`src/hw/rtl/u8sf_pkg.sv`:
```
// Package for the UTF-8 sequence filter: beat types, byte constants and the
// lead byte decoder. No dependencies.
`default_nettype none

package u8sf_pkg;

   // Request beat: one raw byte of the string
   typedef struct packed {
      logic [7:0] in_byte;
      logic       string_end;
   } req_type;

   // Response beat: one filtered byte
   typedef struct packed {
      logic [7:0] out_byte;
      logic       run_last;
      logic       string_last;
      logic       string_valid;
   } rsp_type;

   localparam logic [7:0] QMARK     = 8'h3F;
   localparam logic [1:0] CONT_TAG  = 2'b10;
   localparam int         SEQ_DEPTH = 6;

   // Decode the sequence length from a lead byte; zero when not a lead byte
   function automatic logic [2:0] lead_length(input logic [7:0] b);
      logic [2:0] len;
      len = 3'd0;
      priority if ((b & 8'hFE) == 8'hFC) len = 3'd6;
      else if ((b & 8'hFC) == 8'hF8)     len = 3'd5;
      else if ((b & 8'hF8) == 8'hF0)     len = 3'd4;
      else if ((b & 8'hF0) == 8'hE0)     len = 3'd3;
      else if ((b & 8'hE0) == 8'hC0)     len = 3'd2;
      else                               len = 3'd0;
      return len;
   endfunction

endpackage

`default_nettype wire

```
`src/hw/rtl/utf8_sequence_filter_unit.sv`:
```
// UTF-8 sequence filter: validates a byte stream and replaces bad sequences.
// An accepted request beat sets up the drain registers; the output register then
// takes the first response beat. An item that causes n responses (n = 0..6) holds the
// request side until its last response is loaded; the drain counter walks the sequence
// buffer one byte a cycle unless the output stalls. Reset: sequence state cleared,
// string flag set, output register empty; the sequence buffer is not cleared. Depends on u8sf_pkg.
`default_nettype none

module utf8_sequence_filter_unit (
   input  wire              clock,
   input  wire              reset,
   input  wire              req_valid,
   output logic             req_stall,
   input  wire u8sf_pkg::req_type req_beat,
   output logic             rsp_valid,
   input  wire              rsp_stall,
   output u8sf_pkg::rsp_type rsp_beat
);

   localparam logic ST_IDLE  = 1'b0;
   localparam logic ST_DRAIN = 1'b1;

   // Sequencer and sequence state
   logic       state_ff, state_in;
   logic [2:0] seq_exp_ff, seq_exp_in;
   logic [2:0] seq_rec_ff, seq_rec_in;
   logic       seq_bad_ff, seq_bad_in;
   logic       all_ok_ff, all_ok_in;

   // Drain control
   logic [2:0] emit_idx_ff, emit_idx_in;
   logic [2:0] emit_cnt_ff, emit_cnt_in;
   logic       emit_qm_ff, emit_qm_in;
   logic       emit_end_ff, emit_end_in;
   logic       emit_ok_ff, emit_ok_in;

   // Sequence buffer, one write port, one read port
   logic [7:0] seq_buf_ff [u8sf_pkg::SEQ_DEPTH];
   logic       buf_wr_en;
   logic [2:0] buf_wr_idx;

   // Output register
   logic              rsp_valid_ff, rsp_valid_in;
   u8sf_pkg::rsp_type rsp_beat_ff, rsp_beat_in;

   logic       req_accept;
   logic       out_load;
   logic       emit_final;
   logic [2:0] lead_len;
   logic [2:0] rec_next;
   logic       bad_next;
   logic       ok_upd;
   logic [2:0] emit_n;
   logic       emit_qm;

   assign req_stall  = (state_ff != ST_IDLE);
   assign req_accept = req_valid && !req_stall;
   assign rsp_valid  = rsp_valid_ff;
   assign rsp_beat   = rsp_beat_ff;

   assign lead_len   = u8sf_pkg::lead_length(req_beat.in_byte);
   assign rec_next   = 3'(seq_rec_ff + 3'd1);
   assign bad_next   = seq_bad_ff || (req_beat.in_byte[7:6] != u8sf_pkg::CONT_TAG);
   assign out_load   = (state_ff == ST_DRAIN) && (!rsp_valid_ff || !rsp_stall);
   assign emit_final = (emit_idx_ff == 3'(emit_cnt_ff - 3'd1));

   // Classify the accepted byte and set up the drain, or advance a running drain
   always_comb begin
      state_in    = state_ff;
      seq_exp_in  = seq_exp_ff;
      seq_rec_in  = seq_rec_ff;
      seq_bad_in  = seq_bad_ff;
      all_ok_in   = all_ok_ff;
      emit_idx_in = emit_idx_ff;
      emit_cnt_in = emit_cnt_ff;
      emit_qm_in  = emit_qm_ff;
      emit_end_in = emit_end_ff;
      emit_ok_in  = emit_ok_ff;
      buf_wr_en   = 1'b0;
      buf_wr_idx  = 3'd0;
      emit_n      = 3'd0;
      emit_qm     = 1'b0;
      ok_upd      = all_ok_ff;

      if (req_accept) begin
         buf_wr_en = 1'b1;
         if (seq_exp_ff == 3'd0) begin
            buf_wr_idx = 3'd0;
            if (!req_beat.in_byte[7]) begin
               emit_n = 3'd1;
            end else if ((lead_len == 3'd0) || req_beat.string_end) begin
               emit_n  = 3'd1;
               emit_qm = 1'b1;
               ok_upd  = 1'b0;
            end else begin
               seq_exp_in = lead_len;
               seq_rec_in = 3'd1;
               seq_bad_in = 1'b0;
            end
         end else begin
            buf_wr_idx = seq_rec_ff;
            if (rec_next >= seq_exp_ff) begin
               emit_n     = seq_exp_ff;
               emit_qm    = bad_next;
               ok_upd     = all_ok_ff && !bad_next;
               seq_exp_in = 3'd0;
               seq_rec_in = 3'd0;
               seq_bad_in = 1'b0;
            end else if (req_beat.string_end) begin
               emit_n     = rec_next;
               emit_qm    = 1'b1;
               ok_upd     = 1'b0;
               seq_exp_in = 3'd0;
               seq_rec_in = 3'd0;
               seq_bad_in = 1'b0;
            end else begin
               seq_rec_in = rec_next;
               seq_bad_in = bad_next;
            end
         end

         // Close the string: restart the flag and drop any open sequence
         all_ok_in = ok_upd;
         if (req_beat.string_end) begin
            all_ok_in  = 1'b1;
            seq_exp_in = 3'd0;
            seq_rec_in = 3'd0;
            seq_bad_in = 1'b0;
         end

         if (emit_n != 3'd0) begin
            state_in    = ST_DRAIN;
            emit_idx_in = 3'd0;
            emit_cnt_in = emit_n;
            emit_qm_in  = emit_qm;
            emit_end_in = req_beat.string_end;
            emit_ok_in  = ok_upd;
         end
      end else if (out_load) begin
         // Advance through the buffered bytes
         emit_idx_in = 3'(emit_idx_ff + 3'd1);
         if (emit_final) begin
            state_in = ST_IDLE;
         end
      end
   end

   // Build the next response beat
   always_comb begin
      rsp_beat_in  = rsp_beat_ff;
      rsp_valid_in = rsp_valid_ff && rsp_stall;
      if (out_load) begin
         rsp_valid_in             = 1'b1;
         rsp_beat_in.out_byte     = emit_qm_ff ? u8sf_pkg::QMARK : seq_buf_ff[emit_idx_ff];
         rsp_beat_in.run_last     = emit_final;
         rsp_beat_in.string_last  = emit_final && emit_end_ff;
         rsp_beat_in.string_valid = emit_final && emit_end_ff && emit_ok_ff;
      end
   end

   // Control registers
   always_ff @(posedge clock) begin
      if (reset) begin
         state_ff     <= ST_IDLE;
         seq_exp_ff   <= 3'd0;
         seq_rec_ff   <= 3'd0;
         seq_bad_ff   <= 1'b0;
         all_ok_ff    <= 1'b1;
         emit_idx_ff  <= 3'd0;
         emit_cnt_ff  <= 3'd0;
         rsp_valid_ff <= 1'b0;
      end else begin
         state_ff     <= state_in;
         seq_exp_ff   <= seq_exp_in;
         seq_rec_ff   <= seq_rec_in;
         seq_bad_ff   <= seq_bad_in;
         all_ok_ff    <= all_ok_in;
         emit_idx_ff  <= emit_idx_in;
         emit_cnt_ff  <= emit_cnt_in;
         rsp_valid_ff <= rsp_valid_in;
      end
   end

   // Payload registers
   always_ff @(posedge clock) begin
      emit_qm_ff  <= emit_qm_in;
      emit_end_ff <= emit_end_in;
      emit_ok_ff  <= emit_ok_in;
      rsp_beat_ff <= rsp_beat_in;
   end

   // Sequence buffer write
   always_ff @(posedge clock) begin
      if (buf_wr_en) begin
         seq_buf_ff[buf_wr_idx] <= req_beat.in_byte;
      end
   end

   // Drain index stays inside the run
   assert property (@(posedge clock) disable iff (reset)
      (state_ff == ST_DRAIN) |-> (emit_idx_ff < emit_cnt_ff))
      else $error("drain index past run length");

   // Open sequence has taken at least its lead and is still short
   assert property (@(posedge clock) disable iff (reset)
      (seq_exp_ff != 3'd0) |-> ((seq_rec_ff != 3'd0) && (seq_rec_ff < seq_exp_ff)))
      else $error("sequence counters inconsistent");

   // String end only on the last beat of a run
   assert property (@(posedge clock) disable iff (reset)
      rsp_valid_ff && rsp_beat_ff.string_last |-> rsp_beat_ff.run_last)
      else $error("string end not on run end");

   // A string-ending request always produces a drain
   assert property (@(posedge clock) disable iff (reset)
      req_accept && req_beat.string_end |=> (state_ff == ST_DRAIN) && emit_end_ff)
      else $error("string end produced no response");

endmodule

`default_nettype wire
```
`config.mk`:
```
export PLATFORM = sky130hd
export DESIGN_NAME = utf8_sequence_filter_unit
export DESIGN_NICKNAME = d
export VERILOG_FILES = /design/src/hw/rtl/u8sf_pkg.sv /design/src/hw/rtl/utf8_sequence_filter_unit.sv
export SDC_FILE = /design/constraint.sdc
export NUM_CORES = 1
export LEC_CHECK = 0
export ABC_AREA = 1
export BUFFER_PORTS_ARGS = -buffer_cell sky130_fd_sc_hd__buf_2
export CELL_PAD_IN_SITES_DETAIL_PLACEMENT = 0
export CELL_PAD_IN_SITES_GLOBAL_PLACEMENT = 1
export CORE_UTILIZATION = 40
export CTS_BUF_LIST = sky130_fd_sc_hd__clkbuf_16
export DETAILED_ROUTE_END_ITERATION = 10
export MAX_ROUTING_LAYER = met4
export PLACE_DENSITY_LB_ADDON = 0.1
export REMOVE_ABC_BUFFERS = 1
export SLEW_MARGIN = 25
export SYNTH_ARGS = -nofsm -noshare
export SYNTH_HDL_FRONTEND = slang
export SYNTH_SLANG_ARGS = --single-unit
```
`constraint.sdc`:
```
create_clock -name clock -period 4.7 [get_ports clock]
set_input_delay 0.47 -clock clock [delete_from_list [all_inputs] [get_ports clock]]
set_output_delay 0.47 -clock clock [all_outputs]
set_load 0.03 [all_outputs]
```
==> impl_results.md <==
- Status: complete, no violations
- Synth area leader: edfxtp_1
- Startpoint types: flip-flop
- Clock skew: 0.00790 ns
- Hold_buf cts: 0
- Aggregate global routing overflow: 0
- Vias in the first global route: 2,245
- Total wire length: a little over 7000 um
- WP data arrival: 2.55 ns
- Final worst path period share: 0.496
- Diode count: 0
- Min Hold Slack: 0.392 ns
- Reg-to-reg setup timing slack: 2.37 ns
- CP peak stage delay: 0.45 ns
- Starting Density: 0.417
- CP Capture Type: flip-flop
- DP HPWL: around 5000 um
- Num CTS Buffers: 9
- WP data required: 4.92 ns
- Drt pass-1 iters: 4
- Seq/Total Area, Yosys: 0.631
- Max Freq: 0.429 GHz
- Syn_area_per_cell: ~11 um2
- Slew Viols, Final: 0
- RSZ-0062 raised after global routing: false
- Clock latency on the worst-skew pair: 0.33 ns
- CP delay by family, top: simple AND/OR/NAND/NOR gates
- Peak VDD IR: 0.000165 V
- CORE AREA: 8300 um2
- Max_cap viols: 0
- Post-Syn Instances: 325
- Die Ht: 95 um
- Std-Cell Rows: 33
- Post-synth EDFFs: 62
- Total number of vias: roughly 2,300
- Post-CTS sizing: 0
- Die X-Extent: 95 um
- Number of antenna violations at the first check in global routing: 0
- Gr usage total: 0.184
- Antenna viol nets, final: 0
- Setup CP Type: flip-flop to flip-flop
- Die footprint: about 9000 um2
- LEAKAGE: 1.50 nW
- Main flop type after synthesis: edfxtp_1
- Critical path buffers and inverters: 2
- Largest net degree at the start of global routing: 29
- First-pass GRT wire length: about 12,000 um
- Sink Count: 78
- CTS max path bufs: 2
- GP Congestion: 0.787
- Slowest cell on crit path: dfxtp_1
- WHS Path Cells: 2
- Tightest Hold Check Type: input pin to flip-flop
- Fin Setup TNS: 0 ns
- Asr flop ratio synth: 0
- Final setup viols: 0
- Starting DRT DRC Count: 115
- Layout area overhead: 14.9%
- Worst slew pin tran: roughly 1.0 ns
- Nets: 373
- CTS tree: done
- CP dominant cell by count: nand2_1
- Clk root buf: clkbuf_16
- Final Critical Period: 2.33 ns
- Yosys cell types: 34
- Final Hold Viols: 0
- Crit. path cell count: 15
- Port bufs: 25
- Clock Pin Slew Worst Setup and Hold Paths: 0.06 ns
- # H-tree levels: 3
- Slew headroom: 0.320
- I/O pin total: 26
- # Post-CTS Setup Buffers: 0
- Post-synth top area share: 0.538
- Avg WL per Cell: ~15 um
- Flops & latches, synth: 78
- Synth Warn #: 0
- Worst path cell trace: ha_1, nand2_1, nand2_1, inv_1, ha_1, a21oi_4, nand3_4, nand2_1, nand3_1, nand2_1, nand3_2, nand2_4, inv_4, nor2_1, nor2_2
- Ranking of synthesized cells by area: edfxtp_1, dfxtp_1, nand2_1, nor2_1, inv_1
- Critical-path maximum fanout: 8
- Synthesized area: between 3000 and 4000 um2
- Reg2reg path depth: 15
- Pwr/cell area: between 400 and 500 nW/um2
- Share of cells above drive strength 1: 0.187
- Via density: 5.06
- Most frequent cells in the layout: nand2_1, edfxtp_1, nor2_1
- DR DRC count: 0
-- final timing paths --
kind	start	to
hold / removal	reset	emit_idx_ff[1]
setup reg to reg	seq_rec_ff[0]	emit_cnt_ff[0]
hold reg to reg	seq_bad_ff	seq_bad_ff
setup / recovery	seq_rec_ff[0]	emit_cnt_ff[0]
-- registers in the layout, summed over array words and instances, names as in the netlist --
| name | flops |
|---|---|
| seq_bad_ff | 1 |
| rsp_beat | 11 |
| emit_qm_ff | 1 |
| rsp_valid | 1 |
| emit_ok_ff | 1 |
| emit_idx_ff | 3 |
| seq_buf_ff | 48 |
| emit_end_ff | 1 |
| req_stall | 1 |
| seq_rec_ff | 3 |
| emit_cnt_ff | 3 |
| all_ok_ff | 1 |
| seq_exp_ff | 3 |
-- worst reg2reg max path, cell delays in order (launching register included) --
cell and delay (ns):
dfxtp_1 0.45, ha_1 0.21, nand2_1 0.07, nand2_1 0.06, inv_1 0.05, ha_1 0.35
a21oi_4 0.22, nand3_4 0.13, nand2_1 0.08, nand3_1 0.06, nand2_1 0.11, nand3_2 0.10
nand2_4 0.13, inv_4 0.06, nor2_1 0.11, nor2_2 0.05
-- through the flow --
step	power (mW)	instances	cell area (um2)	setup WS [ns]	utilization
3_5_place_dp	1.01	448	3690	2.27	0.445
5_1_grt	1.71	464	3970	2.12	0.479
6_report	1.63	464	3970	2.37	0.479
3_3_place_gp	1.01	448	3690	2.33	0.445
4_1_cts	1.65	464	3960	2.28	0.478
2_1_floorplan	0.949	316	3420	2.58	-
-- cell usage after synthesis, types with 2 or more instances --
library cell and number:
nand3_1 9, dfxtp_1 16, a32o_1 6, inv_1 30, a21oi_1 18, o21ai_1 3, nor2_2 2, xnor2_1 3
clkbuf_1 4, nor2_1 37, nand2_1 62, ha_1 6, inv_2 2, o221ai_1 6, buf_2 5, o21ai_0 16
nand3_2 4, edfxtp_1 62, o32ai_1 2, nand2_2 6, inv_4 2, nor3_1 7, nand4_1 6
-- area by class of cell --
type | instances | area, um2
well taps | 105 | 131
flip-flops and latches | 78 | 2180
fillers | 762 | 4330
repair buffers | 27 | 140
clock buffers | 9 | 225
inverters | 34 | 133
multi-input cells | 204 | 1110
clock inverters | 7 | 47.5
-- logic make-up (layout without fill, tap and decap cells) --
kind of cell / Yosys count / after routing / synth area share
compound gates: 55 / 55 / 0.102
xor+xnor: 4 / 4 / 0.0101
fa+ha+maj: 6 / 6 / 0.0217
buf+inv: 43 / 77 / 0.0499
flops: 78 / 78 / 0.631
simple gates: 139 / 139 / 0.185
-- layer usage --
metal | up-vias | wire length, um | GRT usage
li1 | 1193 | - | -
met1 | 1107 | 3490 | 0.259
met2 | 47 | 3260 | 0.265
met3 | 2 | 393 | 0.0338
met4 | 0 | 33 | 0.0644
met5 | - | 0 | -
-- report_power, final --
| part | internal (mW) | leakage [nW] | switching (mW) |
|---|---|---|---|
| Combinational | 0.0667 | 0.672 | 0.139 |
| Sequential | 0.775 | 0.696 | 0.0167 |
| Clock | 0.358 | 0.134 | 0.275 |
| Total | 1.20 | 1.50 | 0.431 |
Note: power is estimated with default switching activity, not from simulation.
